File: config.mk
export PLATFORM = sky130hd
export DESIGN_NAME = dhcp_option_tlv_scanner_core_flat
export DESIGN_NICKNAME = d
export VERILOG_FILES = /design/src/rtl/dots_pkg.sv /design/src/rtl/dots_in_if.sv /design/src/rtl/dots_out_if.sv /design/src/rtl/dhcp_option_tlv_scanner_core.sv /design/src/flat_wrapper.sv
export SDC_FILE = /design/constraint.sdc
export NUM_CORES = 1
export LEC_CHECK = 0
export ABC_AREA = 1
export ABC_CLOCK_PERIOD_IN_PS = 8900
export BUFFER_PORTS_ARGS = -buffer_cell sky130_fd_sc_hd__buf_2
export CAP_MARGIN = 30
export CORE_ASPECT_RATIO = 1.25
export CORE_MARGIN = 5
export CORE_UTILIZATION = 35
export CTS_BUF_LIST = sky130_fd_sc_hd__clkbuf_16
export DETAILED_ROUTE_END_ITERATION = 6
export PLACE_DENSITY = 0.62
export RECOVER_POWER = 50
export SYNTH_ARGS = -nofsm -noshare
export SYNTH_HDL_FRONTEND = slang
export SYNTH_SLANG_ARGS = --single-unit
export TNS_END_PERCENT = 100
File: constraint.sdc
create_clock -name clk -period 8.9 [get_ports clk]
set_input_delay 2.67 -clock clk [delete_from_list [all_inputs] [get_ports clk]]
set_output_delay 2.67 -clock clk [all_outputs]
set_load 0.02 [all_outputs]
File: src/rtl/dots_pkg.sv
// ----------------------------------------------------------------------------
// dots_pkg
// shared types and constants of the dhcp option scanner
// ----------------------------------------------------------------------------
package dots_pkg;

    localparam int HEADER_BYTES = 236;   // fixed header before the options area
    localparam int OPTION_BYTES = 312;   // options area size, below 512
    localparam int COOKIE_BYTES = 4;
    localparam int POS_W        = 9;

    localparam logic [7:0] END_CODE = 8'hFF;
    localparam logic [7:0] PAD_CODE = 8'h00;

    localparam logic CMD_START = 1'b0;
    localparam logic CMD_BYTE  = 1'b1;

    typedef struct packed {
        logic        command;
        logic [7:0]  opt_byte;
        logic [7:0]  wanted_code;
        logic [15:0] udp_len;
    } dots_in_t;

    typedef struct packed {
        logic             found;
        logic [POS_W-1:0] offset;
        logic [7:0]       opt_len;
    } dots_res_t;

    typedef enum logic [3:0] {
        PH_COOKIE = 4'b0001,
        PH_CODE   = 4'b0010,
        PH_LEN    = 4'b0100,
        PH_SKIP   = 4'b1000
    } dots_phase_t;

endpackage

File: src/rtl/dots_in_if.sv
// ----------------------------------------------------------------------------
// dots_in_if
// command channel: start items and options bytes
// ----------------------------------------------------------------------------
interface dots_in_if import dots_pkg::*; ();
    logic     valid;
    logic     ready;
    dots_in_t data;

    modport source (output valid, output data, input ready);
    modport sink   (input valid, input data, output ready);
endinterface

File: src/rtl/dots_out_if.sv
// ----------------------------------------------------------------------------
// dots_out_if
// result channel: one item per scanned message
// ----------------------------------------------------------------------------
interface dots_out_if import dots_pkg::*; ();
    logic      valid;
    logic      ready;
    dots_res_t data;

    modport source (output valid, output data, input ready);
    modport sink   (input valid, input data, output ready);
endinterface

File: src/rtl/dhcp_option_tlv_scanner_core.sv
// ----------------------------------------------------------------------------
// dhcp_option_tlv_scanner_core
// scans a dhcp options area byte by byte for a wanted option code
// ----------------------------------------------------------------------------
// path: an accepted item is held in the input register, and its result is then
//   loaded into the result register
// throughput: one item per cycle; an item that gives a result waits in the
//   input register while the result register is full and not being taken
// reset: asynchronous, active low; clears the scan state to idle and empties
//   both the input register and the result register
module dhcp_option_tlv_scanner_core import dots_pkg::*; #(
    parameter int HDR_BYTES = HEADER_BYTES,
    parameter int OPT_BYTES = OPTION_BYTES
) (
    input  logic        clk,
    input  logic        rst_n,
    dots_in_if.sink     cmd,
    dots_out_if.source  res
);

    // input stage
    logic        in_vld_reg;
    dots_in_t    in_reg;

    // scan state
    logic             active_reg,  active_next;
    dots_phase_t      phase_reg,   phase_next;
    logic [POS_W-1:0] pos_reg,     pos_next;
    logic [POS_W-1:0] lim_reg,     lim_next;
    logic [7:0]       skip_reg,    skip_next;
    logic [7:0]       code_reg,    code_next;
    logic [7:0]       target_reg,  target_next;

    // result stage
    logic        res_vld_reg;
    dots_res_t   res_reg;

    // combinational work on the registered item
    logic             emit;
    dots_res_t        emit_res;
    logic             adv;
    logic [POS_W-1:0] pos_inc;
    logic [POS_W:0]   len_end;
    logic [15:0]      lim_raw;
    logic [POS_W-1:0] lim_cap;
    logic             short_pl;
    logic [7:0]       skip_dec;

    assign pos_inc  = pos_reg + POS_W'(1);
    assign len_end  = {1'b0, pos_inc} + (POS_W+1)'(in_reg.opt_byte);
    assign skip_dec = skip_reg - 8'd1;

    // payload shorter than header plus cookie gives no scan
    assign short_pl = {1'b0, in_reg.udp_len} < 17'(HDR_BYTES + COOKIE_BYTES);
    assign lim_raw  = in_reg.udp_len - 16'(HDR_BYTES);
    assign lim_cap  = (lim_raw > 16'(OPT_BYTES)) ? POS_W'(OPT_BYTES)
                                                 : lim_raw[POS_W-1:0];

    always_comb
    begin
        active_next = active_reg;
        phase_next  = phase_reg;
        pos_next    = pos_reg;
        lim_next    = lim_reg;
        skip_next   = skip_reg;
        code_next   = code_reg;
        target_next = target_reg;
        emit        = 1'b0;
        emit_res    = '0;

        if (in_reg.command == CMD_START)
        begin
            // a new start drops any running scan silently
            pos_next    = '0;
            phase_next  = PH_COOKIE;
            skip_next   = '0;
            code_next   = '0;
            target_next = in_reg.wanted_code;
            if (short_pl)
            begin
                lim_next    = '0;
                active_next = 1'b0;
                emit        = 1'b1;
            end
            else
            begin
                lim_next    = lim_cap;
                active_next = 1'b1;
                // options area holds only the cookie
                if (lim_cap <= POS_W'(COOKIE_BYTES))
                begin
                    active_next = 1'b0;
                    emit        = 1'b1;
                end
            end
        end
        else if (active_reg)
        begin
            pos_next = pos_inc;
            case (phase_reg)
                PH_COOKIE:
                begin
                    if (pos_inc >= POS_W'(COOKIE_BYTES))
                        phase_next = PH_CODE;
                end
                PH_CODE:
                begin
                    if (in_reg.opt_byte == END_CODE)
                        emit = 1'b1;
                    else if (in_reg.opt_byte != PAD_CODE)
                    begin
                        code_next  = in_reg.opt_byte;
                        phase_next = PH_LEN;
                    end
                end
                PH_LEN:
                begin
                    // option running past the limit ends the scan
                    if (len_end > {1'b0, lim_reg})
                        emit = 1'b1;
                    else if (code_reg == target_reg)
                    begin
                        emit             = 1'b1;
                        emit_res.found   = 1'b1;
                        emit_res.offset  = pos_inc - POS_W'(2);
                        emit_res.opt_len = in_reg.opt_byte;
                    end
                    else if (in_reg.opt_byte == 8'd0)
                        phase_next = PH_CODE;
                    else
                    begin
                        skip_next  = in_reg.opt_byte;
                        phase_next = PH_SKIP;
                    end
                end
                PH_SKIP:
                begin
                    skip_next = skip_dec;
                    if (skip_dec == 8'd0)
                        phase_next = PH_CODE;
                end
                default:
                begin
                    phase_next = PH_CODE;
                end
            endcase
            // limit reached without a match
            if (!emit && (pos_inc >= lim_reg))
                emit = 1'b1;
            if (emit)
                active_next = 1'b0;
        end
    end

    // the registered item moves on unless its result would hit a full output
    assign adv       = in_vld_reg && (!res_vld_reg || res.ready || !emit);
    assign cmd.ready = !in_vld_reg || adv;

    always_ff @(posedge clk or negedge rst_n)
    begin
        if (!rst_n)
            in_vld_reg <= 1'b0;
        else if (cmd.ready)
            in_vld_reg <= cmd.valid;
    end

    always_ff @(posedge clk)
    begin
        if (cmd.ready && cmd.valid)
            in_reg <= cmd.data;
    end

    always_ff @(posedge clk or negedge rst_n)
    begin
        if (!rst_n)
        begin
            active_reg <= 1'b0;
            phase_reg  <= PH_COOKIE;
            pos_reg    <= '0;
            lim_reg    <= '0;
            skip_reg   <= '0;
            code_reg   <= '0;
            target_reg <= '0;
        end
        else if (adv)
        begin
            active_reg <= active_next;
            phase_reg  <= phase_next;
            pos_reg    <= pos_next;
            lim_reg    <= lim_next;
            skip_reg   <= skip_next;
            code_reg   <= code_next;
            target_reg <= target_next;
        end
    end

    always_ff @(posedge clk or negedge rst_n)
    begin
        if (!rst_n)
            res_vld_reg <= 1'b0;
        else if (adv && emit)
            res_vld_reg <= 1'b1;
        else if (res.ready)
            res_vld_reg <= 1'b0;
    end

    always_ff @(posedge clk)
    begin
        if (adv && emit)
            res_reg <= emit_res;
    end

    assign res.valid = res_vld_reg;
    assign res.data  = res_reg;

    // bytes outside a scan never give a result
    a_idle_quiet: assert property (@(posedge clk) disable iff (!rst_n)
        (in_vld_reg && in_reg.command == CMD_BYTE && !active_reg) |-> !emit)
        else $error("result from an options byte outside a scan");

    // every result closes the scan
    a_emit_closes: assert property (@(posedge clk) disable iff (!rst_n)
        (adv && emit) |=> !active_reg)
        else $error("scan still running after its result");

    // a running scan stays below its limit
    a_pos_in_limit: assert property (@(posedge clk) disable iff (!rst_n)
        active_reg |-> (pos_reg < lim_reg))
        else $error("scan position at or past the limit");

    // skipping always has data bytes left
    a_skip_nonzero: assert property (@(posedge clk) disable iff (!rst_n)
        (active_reg && phase_reg == PH_SKIP) |-> (skip_reg != 8'd0))
        else $error("skip phase with nothing left to skip");

    // a match can only sit after the cookie
    a_hit_offset: assert property (@(posedge clk) disable iff (!rst_n)
        (res_vld_reg && res_reg.found) |-> (res_reg.offset >= POS_W'(COOKIE_BYTES)))
        else $error("match reported inside the cookie");

endmodule
File: src/flat_wrapper.sv
// flat-port wrapper written by rule: the top's interface ports become plain ports
module dhcp_option_tlv_scanner_core_flat import dots_pkg::*;
#(
    parameter int HDR_BYTES = HEADER_BYTES,
    parameter int OPT_BYTES = OPTION_BYTES
)
  (clk, rst_n, cmd_valid, cmd_data, cmd_ready, res_valid, res_data, res_ready);
  dots_in_if cmd_i ();
  dots_out_if res_i ();
  input  logic clk;
  input  logic rst_n;
  input wire logic [$bits(cmd_i.valid)-1:0] cmd_valid;
  input wire logic [$bits(cmd_i.data)-1:0] cmd_data;
  output wire logic [$bits(cmd_i.ready)-1:0] cmd_ready;
  output wire logic [$bits(res_i.valid)-1:0] res_valid;
  output wire logic [$bits(res_i.data)-1:0] res_data;
  input wire logic [$bits(res_i.ready)-1:0] res_ready;
  assign cmd_i.valid = cmd_valid;
  assign cmd_i.data = cmd_data;
  assign cmd_ready = cmd_i.ready;
  assign res_valid = res_i.valid;
  assign res_data = res_i.data;
  assign res_i.ready = res_ready;
  dhcp_option_tlv_scanner_core #(.HDR_BYTES(HDR_BYTES), .OPT_BYTES(OPT_BYTES)) u_core (.clk(clk), .rst_n(rst_n), .cmd(cmd_i), .res(res_i));
endmodule
== Word level (Yosys, flattened, before mapping) ==
Cells that the tools add are included.
Word-level totals
  register bits after elaboration: 100
  output and inout port bits: 20
  logic and storage cells: 117
Cells by class
  add/subtract/negate cells: 5
  order comparisons: 6
  equality and inequality tests: 18
  muxes and demuxes: 46
  bitwise logic cells: 4
  reductions and logical operators: 22
Operators with widths (number)
  $mux W8: 10
  $mux W4: 9
  $mux W9: 4
  $ne A3 B3 Y1 const B: 8
  $mux W1: 19
  $mux W18: 1
  $gt A16 B9 Y1 const B: 1
  $logic_not A8 Y1: 2
  $lt A16 B8 Y1 const B: 1
  $pmux W4 S4: 1
  $pmux W8 S2: 1
  $sub A16 B8 Y16 const B: 1
  $add A9 B8 Y10: 1
  $gt A10 B9 Y1: 1
  $add A9 B1 Y9 const B: 1
  $ge A9 B3 Y1 const B: 1
  $ge A9 B9 Y1: 1
  $le A9 B3 Y1 const B: 1
  $sub A9 B2 Y9 const B: 1
  $eq A8 B8 Y1: 1
  $eq A8 B8 Y1 const B: 1
  $ne A2 B2 Y1 const B: 4
  $reduce_and A8 Y1: 1
  $reduce_bool A8 Y1: 1
  16 further kinds: 28

== Logic depth before layout (Yosys ltp) ==
Gate-level depths: netlist (run 1).
  depth after elaboration: 19
  depth in mapped cells: 29
  depth with buffers taken out: 28

== Least setup slack after synthesis (run 1) ==
No wires, ideal clock.
  path type: reg-to-output
  start point: register u_core.pos_reg[0]
  end point: output cmd_ready
  data arrival time: 3544 ps
  path slack: 2686 ps
  stages on the path, launching flop included: 21
  path buffers: 0
  cell sequence: dfrtp_1 inv_1 nor3_1 or2_2 nand2_1 inv_1 ha_1 nand2_1 o21ai_0 a21oi_1 o21bai_1 a21o_1 a21oi_1 xor2_1 ha_1 nand3_1 o41ai_1 nand3_1 nand2_1 nand2_1 nand4_1
On the way
  cells in the longest elaborated chain, start to end: 18
RTL lines
  from (decl): RTL line dhcp_option_tlv_scanner_core.sv:28  | logic [POS_W-1:0] pos_reg, pos_next;
  from (signal assigned): RTL line dhcp_option_tlv_scanner_core.sv:189  | pos_reg <= pos_next;
  $add A9 B1 Y9 (*): RTL line dhcp_option_tlv_scanner_core.sv:49  | assign pos_inc = pos_reg + POS_W'(1);
  named net u_core.pos_inc[0]: RTL line dhcp_option_tlv_scanner_core.sv:42  | logic [POS_W-1:0] pos_inc;
  $add A9 B8 Y10: RTL line dhcp_option_tlv_scanner_core.sv:50  | assign len_end = {1'b0, pos_inc} + (POS_W+1)'(in_reg.opt_byte);
  $gt A10 B9 Y1: RTL line dhcp_option_tlv_scanner_core.sv:119  | if (len_end > {1'b0, lim_reg})
  $mux W1: RTL line dhcp_option_tlv_scanner_core.sv:119
  $pmux W1 S2: RTL line dhcp_option_tlv_scanner_core.sv:100  | case (phase_reg)
  $mux W1: RTL line dhcp_option_tlv_scanner_core.sv:97  | else if (active_reg)
  $mux W1: RTL line dhcp_option_tlv_scanner_core.sv:71  | if (in_reg.command == CMD_START)
  [3 not listed]
  $mux W1 (*): RTL line dhcp_option_tlv_scanner_core.sv:97
  $mux W1 (*): RTL line dhcp_option_tlv_scanner_core.sv:71
  $mux W1 (*): RTL line dhcp_option_tlv_scanner_core.sv:97
  $mux W1 (*): RTL line dhcp_option_tlv_scanner_core.sv:71
  $logic_not A1 Y1 (*): RTL line dhcp_option_tlv_scanner_core.sv:156  | assign adv = in_vld_reg && (!res_vld_reg || res.ready || !emit);
  $logic_or A1 B1 Y1 (*): RTL line dhcp_option_tlv_scanner_core.sv:156
  $logic_and A1 B1 Y1 (*): RTL line dhcp_option_tlv_scanner_core.sv:156
  $logic_or A1 B1 Y1 (*): RTL line dhcp_option_tlv_scanner_core.sv:157  | assign cmd.ready = !in_vld_reg || adv;
  to (decl): RTL line flat_wrapper.sv:14  | output wire logic [$bits(cmd_i.ready)-1:0] cmd_ready;
The timed path passes the listed nets; every way through them passes the cells marked *. The select of a mux whose other input is x is not followed.

== Worst setup path in the final report (run 1) ==
Same ends and word-level chain as after synthesis.

==> metrics.txt, run 1 <==
Reg-to-Reg Start=u_core.pos_reg[0]$_DFFE_PN0P_; via count=4,480; 1st-iter DRT viols=228; routed len/inst=13.1 µm; NetSw=0.000417 W; Synth area leaders=edfxtp_1 (27%), dfrtp_1 (21%), nand2_1 (11%); top_reg_cell synth=edfxtp_1; Placeable Area=16,200 µm²; beginning of the worst hold path=u_core.in_reg[18]$_DFFE_PP_; share of layout cells above drive strength 1=11.2%; placed instance count=939; crit start category=register; clk buf depth=2; Clk pwr share=29.9%; Cell variety after synth=44; CTS tree=built; most common cell in the netlist=nand2_1; Reg2Reg Setup Slack=3.50 ns; cts bufs inserted=9; die footprint=19,200 µm²; failing checks=capacitance limit, slew limit; initial antenna violation count=0; number of synthesized flops with an enable pin=51; GRT overflow=0; RSZ-0062 raised after global routing=false; reg2reg end=u_core.res.data[8]$_SDFFCE_PP0P_; synth cell count leaders=nand2_1 (169), inv_1 (93), nor2_1 (58); Hold Violations, Final=0; max_cap viols=1; Chip Width=125 µm; WP data arrival=4.40 ns; status=complete, but fails checks; dpl hpwl=9700 µm; Worst R2R Path Depth=24; row count=52; Synth top area share=26.5%; initial core utilization=35.7%; # diodes=0; Worst slew margin=-81.3%; Setup Skew=0.00765 ns; DRT Wirelength=12,600 µm; Comb pwr share=25.1%; GP Congestion=0.862; max-slew violations=50; Vias/cell=4.69; sequential-to-total area share from yosys stat=47.8%; die height=154 µm; syn avg cell area=8.57 µm²; Root Driver=clkbuf_16; Resize count post-CTS=0; final setup fails=0; IO Count=57; Layout Nets=805; area grow syn2layout=12.8%; IO Port Bufs=56; H-tree depth=3; CP required=6.23 ns; maximum vdd drop=0.106 mV; max reg flops=33; Setup crit end kind=output port; GRT Resource Usage Total=13.6%; post-synthesis register bit count=100; worst-path maximum fanout=5; CP Class=reg2out; sequential power share=45.0%; Int Pwr=0.000869 W; period utilization=79.4%; Post-Syn Nets=745; worst slew pin tran=2.72 ns; Clock Sinks=100; worst-skew pair later-pin latency=0.36 ns; sw frac=32.4%; ys async rst share=49.0%; global-route wire length before repair=21,300 µm; worst setup margin=1.83 ns; Worst Hold Path Cells=2; post-CTS setup buffers=0; Power Total=0.00129 W; CTS clock-pin slew for the worst setup and hold paths=0.07 ns; YS warnings=0; hold crit path type=reg2reg; Final Non-Filler Cells=955; setup TNS=0 ns; number of global-route vias before repair=4,383; hold worst-path end=u_core.target_reg[2]$_DFFE_PN0P_; Post-Synthesis Cells=674; DRC Markers=0; antenna-violating nets left=0; Pre-Repair DR Iteration Count=5; Leak Pwr=3.10 nW; Max Fclk=141 MHz; Setup WS pre-CTS=2.18 ns; pin count of the biggest net entering global routing=50; largest area contributor in the netlist=edfxtp_1; Post-Syn Area=5780 µm²; fin crit period=7.07 ns; hold buffers post-CTS=0; pwr/cell area=197 nW/µm²
per-stage QoR:
| step | instance area [µm²] | hold WS (ns) | utilization, % |
|---|---|---|---|
| after floorplan | 5780 | 0.425 | - |
| after global placement | 6280 | 0.436 | 38.8 |
| after detailed placement | 6290 | 0.438 | 38.8 |
| after CTS | 6580 | 0.458 | 40.6 |
| after global routing | 6520 | 0.473 | 40.2 |
| final | 6520 | 0.452 | 40.2 |
worst max-delay path by stage:
stage                                        startpoint         to  slack [ns]  cells past startpoint
final                     u_core.pos_reg[0]$_DFFE_PN0P_  cmd_ready        1.83                     21
after global placement    u_core.pos_reg[0]$_DFFE_PN0P_  cmd_ready        2.30                     21
after detailed placement  u_core.pos_reg[0]$_DFFE_PN0P_  cmd_ready        2.18                     21
after CTS                 u_core.pos_reg[0]$_DFFE_PN0P_  cmd_ready        1.78                     21
after floorplan           u_core.pos_reg[0]$_DFFE_PN0P_  cmd_ready        2.69                     20
after global routing      u_core.pos_reg[0]$_DFFE_PN0P_  cmd_ready        1.33                     21
critical path: stages, from the launching register on:
cell and delay, ns:
dfrtp_1 0.44, inv_1 0.15, nor3_1 0.08, or2_2 0.27, nand2_1 0.12, inv_1 0.11, ha_1 0.36, nand2_1 0.06
o21ai_0 0.26, a21oi_1 0.11, o21bai_1 0.22, a21o_1 0.14, a21oi_1 0.06, xor2_1 0.15, ha_1 0.30, nand3_1 0.09
o41ai_1 0.42, nand3_1 0.14, nand2_1 0.10, nand2_1 0.10, nand4_1 0.18, buf_2 0.19
area by class of cell:
| type | instances | area (µm²) |
|---|---|---|
| clock buffers | 10 | 250 |
| clock inverters | 6 | 42.5 |
| fillers | 1684 | 9690 |
| inverters | 98 | 368 |
| multi-input cells | 465 | 2540 |
| flip-flops and latches | 100 | 2760 |
| well taps | 216 | 270 |
| repair buffers | 60 | 282 |
cells by family (layout without fill, tap and decap cells):
group | count (synthesis) | count (layout) | synth area share (%)
buf+inv | 109 | 174 | 7.60
compound gates | 77 | 77 | 7.65
fa+ha+maj | 34 | 34 | 7.49
simple gates | 329 | 329 | 25.7
flops | 100 | 100 | 47.8
xor+xnor | 25 | 25 | 3.79
power by group through the flow:
stage                     sequential, W  clock (W)  combinational, W
after floorplan                0.000581          0          0.000249
after global placement         0.000586          0          0.000323
after detailed placement       0.000588          0          0.000326
after CTS                      0.000579   0.000398          0.000329
after global routing           0.000585   0.000416          0.000377
final                          0.000578   0.000385          0.000323
layer usage:
layer	up-vias	wire, µm	global-route usage (%)
met3	17	709	3.47
met4	0	250	4.49
met2	103	5810	22.1
met1	2030	5780	17.6
li1	2330	-	-
met5	-	0	0
layout by cell type (no fill, tap or decap), types with 6 or more instances in the layout:
cell / count
a21oi_1: 23
buf_2: 36
clkbuf_1: 21
clkbuf_16: 10
dfrtp_1: 48
edfxtp_1: 51
ha_1: 33
inv_1: 93
nand2_1: 170
nand2_2: 6
nand3_1: 39
nand4_1: 16
nor2_1: 58
nor3_1: 17
nor4_1: 6
o21ai_0: 25
o21ai_1: 12
xnor2_1: 9
xor2_1: 16
Note: power is estimated with default switching activity, not from simulation.
==> run 2: changes to the inputs <==
--- a/config.mk
+++ b/config.mk
@@ -6,7 +6,7 @@
 export NUM_CORES = 1
 export LEC_CHECK = 0
 export ABC_AREA = 1
-export ABC_CLOCK_PERIOD_IN_PS = 8900
+export ABC_CLOCK_PERIOD_IN_PS = 5990
 export BUFFER_PORTS_ARGS = -buffer_cell sky130_fd_sc_hd__buf_2
 export CAP_MARGIN = 30
 export CORE_ASPECT_RATIO = 1.25
@@ -14,7 +14,7 @@
 export CORE_UTILIZATION = 35
 export CTS_BUF_LIST = sky130_fd_sc_hd__clkbuf_16
 export DETAILED_ROUTE_END_ITERATION = 6
-export PLACE_DENSITY = 0.62
+export PLACE_DENSITY = 0.64
 export RECOVER_POWER = 50
 export SYNTH_ARGS = -nofsm -noshare
 export SYNTH_HDL_FRONTEND = slang
==> constraint.sdc (replaced) <==
create_clock -name clk -period 5.99 [get_ports clk]
set_input_delay 1.797 -clock clk [delete_from_list [all_inputs] [get_ports clk]]
set_output_delay 1.797 -clock clk [all_outputs]
set_load 0.02 [all_outputs]
==> run 2 against run 1 <==
The run still ends with capacitance limit, slew limit left. Core utilization up 0.63 points. Worst hold slack got worse by 0.0010 ns. Clock skew up 0.0055 ns. Clock-buffer cell count decreased by 1. Non-clock buffer count rose by 8. Die area unchanged. Wire length increased by 0.58%. Via count rose by 2.0%. Clock power is 35% higher. Critical endpoint unchanged. Largest cell class unchanged. Largest power group unchanged. Highest routed layer unchanged.
==> metrics.txt, run 2 (same netlist as run 1, synthesis figures left out) <==
initial antenna violation count=0 (unchanged); row count=52 (unchanged); DRC Markers=0 (unchanged); final setup fails=0 (unchanged); Leak Pwr=3.14 nW (was 3.10 nW); Setup Skew=0.0132 ns (was 0.00765 ns); CP required=4.19 ns (was 6.23 ns); initial core utilization=35.7% (unchanged); crit path cell chain=inv_2 -> nor3_2 -> or2_2 -> nand2_2 -> inv_2 -> ha_4 -> nand2_1 -> o21ai_2 -> a21oi_1 -> o21bai_1 -> a21o_1 -> a21oi_1 -> xor2_1 -> ha_1 -> nand3_1 -> o41ai_2 -> nand3_1 -> nand2_1 -> nand2_2 -> nand4_1 -> buf_4 (was inv_1 -> nor3_1 -> or2_2 -> nand2_1 -> inv_1 -> ha_1 -> nand2_1 -> o21ai_0 -> a21oi_1 -> o21bai_1 -> a21o_1 -> a21oi_1 -> xor2_1 -> ha_1 -> nand3_1 -> o41ai_1 -> nand3_1 -> nand2_1 -> nand2_1 -> nand4_1 -> buf_2); beginning of the worst hold path=u_core.in_reg[21]$_DFFE_PP_ (was u_core.in_reg[18]$_DFFE_PP_); WP data arrival=3.86 ns (was 4.40 ns); status=complete, but fails checks (unchanged); most common cell after layout, fill and taps aside=nand2_1 (unchanged); CP max-delay cell=dfrtp_2 (was dfrtp_1); Multi-input gate area=2610 µm² (was 2540 µm²); die height=154 µm (unchanged); routed len/inst=13.1 µm (about the same); number of global-route vias before repair=4,428 (was 4,383); hold crit path type=reg2reg (unchanged); IO Count=57 (unchanged); Placeable Area=16,200 µm² (unchanged); crit start category=register (unchanged); Root Driver=clkbuf_16 (unchanged); DRT Wirelength=12,600 µm (about the same); 1st-iter DRT viols=257 (was 228); die footprint=19,200 µm² (unchanged); cell area after placement=6320 µm² (was 6290 µm²); maximum vdd drop=0.184 mV (was 0.106 mV); GRT Resource Usage Total=13.5% (was 13.6%); CTS clock-pin slew for the worst setup and hold paths=0.07 ns (about the same); CP Class=reg2out (unchanged); fillers=1,664 (was 1,684); antenna-violating nets left=0 (unchanged); Layout Nets=813 (was 805); pin count of the biggest net entering global routing=50 (unchanged); Power Total=0.00188 W (was 0.00129 W); failing checks=capacitance limit, slew limit (unchanged); critical path startpoint=u_core.pos_reg[0]$_DFFE_PN0P_ (unchanged); area grow syn2layout=14.5% (was 12.8%); Chip Width=125 µm (unchanged); H-tree depth=3 (unchanged); Max Fclk=177 MHz; setup TNS=0 ns (unchanged); most frequent cells in the layout=nand2_1 (167), inv_1 (92), nor2_1 (58), edfxtp_1 (51), dfrtp_1 (47) (was nand2_1 (170), inv_1 (93), nor2_1 (58), edfxtp_1 (51), dfrtp_1 (48)); Reg2Reg Setup Slack=1.00 ns (was 3.50 ns); WHS=0.451 ns (was 0.452 ns); # diodes=0 (unchanged); Worst Hold Path Cells=2 (unchanged); hold worst-path end=u_core.target_reg[5]$_DFFE_PN0P_ (was u_core.target_reg[2]$_DFFE_PN0P_); Vias/cell=4.75 (was 4.69); RSZ-0062 raised after global routing=false (unchanged); fin crit period=5.66 ns; pwr/cell area=285 nW/µm² (was 197 nW/µm²); CTS tree=built (unchanged); global-route wire length before repair=21,200 µm (was 21,300 µm); period utilization=94.4%; worst-skew pair later-pin latency=0.36 ns (about the same); Clock Sinks=100 (unchanged); worst-path maximum fanout=5 (unchanged); Setup WS pre-CTS=0.0757 ns (was 2.18 ns); clk buf depth=2 (unchanged); Setup crit end kind=output port (unchanged); worst slew pin tran=2.67 ns (was 2.72 ns); cts bufs inserted=9 (unchanged); Hold Violations, Final=0 (unchanged); Worst R2R Path Depth=24 (unchanged); GP Congestion=0.862 (about the same); Reg-to-Reg Start=u_core.pos_reg[0]$_DFFE_PN0P_ (unchanged); max-slew violations=50 (unchanged); sequential cell area=2760 µm² (about the same); finished layout cell area=6620 µm² (was 6520 µm²); via count=4,571 (was 4,480); max reg flops=33 (unchanged); Critical Path Max Stage Delay=0.44 ns (about the same); GRT overflow=0 (unchanged); IO Port Bufs=56 (unchanged); worst setup margin=0.333 ns (was 1.83 ns); Worst slew margin=-77.8% (was -81.3%); max_cap viols=1 (unchanged); Pre-Repair DR Iteration Count=7 (was 5); dpl hpwl=9740 µm (was 9700 µm); reg2reg end=u_core.res.data[8]$_SDFFCE_PP0P_ (unchanged); share of layout cells above drive strength 1=13.8% (was 11.2%)
==> run 2: changes by cell type in the layout (fill, tap and decap cells not counted), sizes merged <==
| cell | before | now |
|---|---|---|
| buf | 39 | 47 |
| clkbuf | 31 | 30 |
| clkinv | 4 | 5 |
==> run 2: metal layers <==
metal / track usage, % / part of all wire [%] / up-vias
met5: 0 / 0 / -
met4: 6.25 / 2.9 / 0
met3: 2.78 / 5.1 / 25
met2: 22.4 / 47 / 110
met1: 16.9 / 45 / 2090
li1: - / - / 2346
==> run 2: power breakdown <==
part | internal (W) | leakage, nW | switching, W
Sequential | 0.000801 | 1.13 | 0.0000585
Clock | 0.000276 | 0.133 | 0.000245
Combinational | 0.000195 | 1.87 | 0.000308
Total | 0.00127 | 3.14 | 0.000612
==> run 2: per-stage QoR <==
step | std cells | util [%]
6_report | 963 | 40.8
5_1_grt | 963 | 40.8
3_5_place_dp | 944 | 39.0
2_1_floorplan | 674 | -
4_1_cts | 961 | 40.8
3_3_place_gp | 944 | 39.0
==> run 2: layout make-up <==
| cell class | instances | area share [%] |
|---|---|---|
| clock buffers | 9 | 3.40 |
| multi-input cells | 465 | 39.5 |
| well taps | 216 | 4.08 |
| flip-flops and latches | 100 | 41.7 |
| clock inverters | 7 | 0.548 |
| inverters | 98 | 5.56 |
| repair buffers | 68 | 5.20 |
==> run 2: worst max path at each step <==
stage | endpoint | cells after the start | slack [ns]
after global placement | cmd_ready | 21 | 0.26
after detailed placement | cmd_ready | 21 | 0.08
final | cmd_ready | 21 | 0.33
after floorplan | cmd_ready | 20 | 0.65
after global routing | cmd_ready | 21 | 0.03
after CTS | cmd_ready | 22 | 0.0007
==> run 2: repair_timing <==
action	CTS	global route
setup endpoints to repair	1	1
pin swaps	2	7
resized for setup	4	13
hold buffers	0	0
buffers inserted	1	2
==> run 2: critical path: cells and delay by family, from the launching register on <==
family,cells,cell delay (ns)
compound gates,6,0.92
xor+xnor,1,0.14
fa+ha+maj,2,0.59
buf+inv,3,0.34
flops,1,0.44
simple gates,9,1.04
==> run 3: changes to the inputs <==
--- a/config.mk
+++ b/config.mk
@@ -9,12 +9,14 @@
 export ABC_CLOCK_PERIOD_IN_PS = 5990
 export BUFFER_PORTS_ARGS = -buffer_cell sky130_fd_sc_hd__buf_2
 export CAP_MARGIN = 30
+export CELL_PAD_IN_SITES_DETAIL_PLACEMENT = 0
+export CELL_PAD_IN_SITES_GLOBAL_PLACEMENT = 1
 export CORE_ASPECT_RATIO = 1.25
 export CORE_MARGIN = 5
-export CORE_UTILIZATION = 35
+export CORE_UTILIZATION = 41
 export CTS_BUF_LIST = sky130_fd_sc_hd__clkbuf_16
 export DETAILED_ROUTE_END_ITERATION = 6
-export PLACE_DENSITY = 0.64
+export PLACE_DENSITY = 0.87
 export RECOVER_POWER = 50
 export SYNTH_ARGS = -nofsm -noshare
 export SYNTH_HDL_FRONTEND = slang
==> run 3 against run 2 <==
The flow still finishes with violations (capacitance limit, slew limit). Clock power is 8.1% higher. Global-route usage is 2.8 points higher. Largest power group unchanged. Sequential cell count stayed put. Critical path type unchanged. Clock skew is 0.0038 ns lower.
==> metrics.txt, run 3 (same netlist as run 1, synthesis figures left out) <==
routed len/inst=14.0 µm (was 13.1 µm); IO Count=57 (unchanged); most common cell after layout, fill and taps aside=nand2_1 (unchanged); cts bufs inserted=9 (unchanged); pwr/cell area=292 nW/µm² (was 285 nW/µm²); period utilization=95.7% (was 94.4%); crit start category=register (unchanged); CP max-delay cell=dfrtp_2 (unchanged); GRT overflow=0 (unchanged); RSZ-0062 raised after global routing=false (unchanged); failing checks=capacitance limit, slew limit (unchanged); Setup crit end kind=output port (unchanged); H-tree depth=3 (unchanged); worst-path maximum fanout=5 (unchanged); Pre-Repair DR Iteration Count=4 (was 7); max-slew violations=50 (unchanged); GRT met3 Usage=3.18% (was 2.78%); Root Driver=clkbuf_16 (unchanged); GP Congestion=0.928 (was 0.862); Reg2Reg Setup Slack=0.97 ns (was 1.00 ns); fillers=1,325 (was 1,664); Critical Path Max Stage Delay=0.46 ns (was 0.44 ns); hold buffers post-CTS=0 (unchanged); 1st-iter DRT viols=141 (was 257); DRT Wirelength=12,900 µm (was 12,600 µm); max_cap viols=1 (unchanged); Clock Sinks=100 (unchanged); Setup Skew=0.00931 ns (was 0.0132 ns); die footprint=16,600 µm² (was 19,200 µm²); Max Fclk=174 MHz (was 177 MHz); via count=4,624 (was 4,571); Placeable Area=13,800 µm² (was 16,200 µm²); hold crit path type=reg2reg (unchanged); die height=143 µm (was 154 µm); fin crit period=5.73 ns (was 5.66 ns); GRT Resource Usage Total=16.3% (was 13.5%); Worst slew margin=-80.4% (was -77.8%); setup TNS=0 ns (unchanged); share of layout cells above drive strength 1=13.7% (was 13.8%); WP data arrival=3.93 ns (was 3.86 ns); row count=48 (was 52); Layout Nets=812 (was 813); placed instance count=902 (was 944); met1 usage in global routing=20.1% (was 16.9%); met2 GRT Util=27.6% (was 22.4%); worst slew pin tran=2.71 ns (was 2.67 ns); number of global-route vias before repair=4,709 (was 4,428); most used routing layer=met2 (unchanged); CP Class=reg2out (unchanged); Hold Violations, Final=0 (unchanged); most frequent cells in the layout=nand2_1 (167), inv_1 (92), nor2_1 (58), edfxtp_1 (51), dfrtp_1 (47) (unchanged); IO Port Bufs=56 (unchanged); dpl hpwl=9970 µm (was 9740 µm); Vias/cell=5.02 (was 4.75); Power Total=0.00192 W (was 0.00188 W); CTS clock-pin slew for the worst setup and hold paths=0.06 ns (was 0.07 ns); initial antenna violation count=0 (unchanged); Final Non-Filler Cells=921 (was 963); DRC Markers=0 (unchanged); maximum vdd drop=0.121 mV (was 0.184 mV); CTS tree=built (unchanged); Chip Width=116 µm (was 125 µm); clk buf depth=2 (unchanged); pin count of the biggest net entering global routing=50 (unchanged); status=complete, but fails checks (unchanged); worst-skew pair later-pin latency=0.34 ns (was 0.36 ns); max reg flops=33 (unchanged); crit path cell chain=inv_2 -> nor3_2 -> or2_2 -> nand2_2 -> inv_2 -> ha_4 -> nand2_1 -> o21ai_2 -> a21oi_1 -> o21bai_1 -> a21o_1 -> a21oi_1 -> xor2_1 -> ha_1 -> nand3_1 -> o21ai_1 -> o41ai_2 -> nand3_1 -> nand2_1 -> nand2_2 -> nand4_1 -> buf_4 (was inv_2 -> nor3_2 -> or2_2 -> nand2_2 -> inv_2 -> ha_4 -> nand2_1 -> o21ai_2 -> a21oi_1 -> o21bai_1 -> a21o_1 -> a21oi_1 -> xor2_1 -> ha_1 -> nand3_1 -> o41ai_2 -> nand3_1 -> nand2_1 -> nand2_2 -> nand4_1 -> buf_4); CP required=4.19 ns (about the same); cell area after placement=6260 µm² (was 6320 µm²); initial core utilization=41.8% (was 35.7%); WHS=0.463 ns (was 0.451 ns); # diodes=0 (unchanged); global-route wire length before repair=21,500 µm (was 21,200 µm); area grow syn2layout=14.2% (was 14.5%); antenna-violating nets left=0 (unchanged); Leak Pwr=3.14 nW (about the same); final setup fails=0 (unchanged); finished layout cell area=6600 µm² (was 6620 µm²)
run 3: per-layer routing:
layer,vias up,routed length [µm]
met3,25,720
met5,-,0
li1,2348,-
met2,122,6340
met1,2129,5490
met4,0,394
run 3: final timing paths:
path | from | endpoint | cells after the start
max in group asynchronous | rst_n | u_core.pos_reg[0]$_DFFE_PN0P_ | 2
worst min-delay path | u_core.in_reg[23]$_DFFE_PP_ | u_core.target_reg[7]$_DFFE_PN0P_ | 2
worst min register to register | u_core.in_reg[23]$_DFFE_PP_ | u_core.target_reg[7]$_DFFE_PN0P_ | 2
worst max register to register | u_core.pos_reg[0]$_DFFE_PN0P_ | u_core.res.data[17]$_SDFFCE_PP0P_ | 24
min in group asynchronous | rst_n | u_core.skip_reg[5]$_DFFE_PN0P_ | 2
worst max-delay path | u_core.pos_reg[0]$_DFFE_PN0P_ | cmd_ready | 22
run 3: cell type report:
class                           count  area (µm²)  share of cell area (%)
Clock buffer                        9         225                    3.41
Sequential cell                   100        2760                    41.8
Tap cell                          175         219                    3.32
Multi-Input combinational cell    465        2630                    39.9
Timing Repair Buffer               67         334                    5.06
Inverter                           98         368                    5.58
Clock inverter                      7        60.1                   0.910
run 3: per-stage QoR:
stage / utilization, % / setup slack [ns]
floorplan: - / 0.649
global placement: 45.3 / 0.282
detailed placement: 45.3 / 0.0652
CTS: 47.7 / 0.0210
global route: 47.8 / 0.0301
finish: 47.8 / 0.259
run 3: critical path, delay by kind of cell, from the launching register on:
kind,cells,cell delay (ns)
DFF,1,0.46
buffers and inverters,3,0.39
xor gates and xnor gates,1,0.15
adders and majority gates,2,0.60
and+or+nand+nor,9,1.06
AOI/OAI and AO/OA,7,0.92
run 3: power by group:
group | internal, W | switching (W)
sequential | 0.000801 | 0.0000615
clock | 0.000319 | 0.000244
combinational | 0.000194 | 0.000305
run 3: timing repair:
action,in CTS,in global routing
pin swaps,2,2
setup endpoints to repair,1,1
gates resized for setup,4,14
setup buffers,2,1
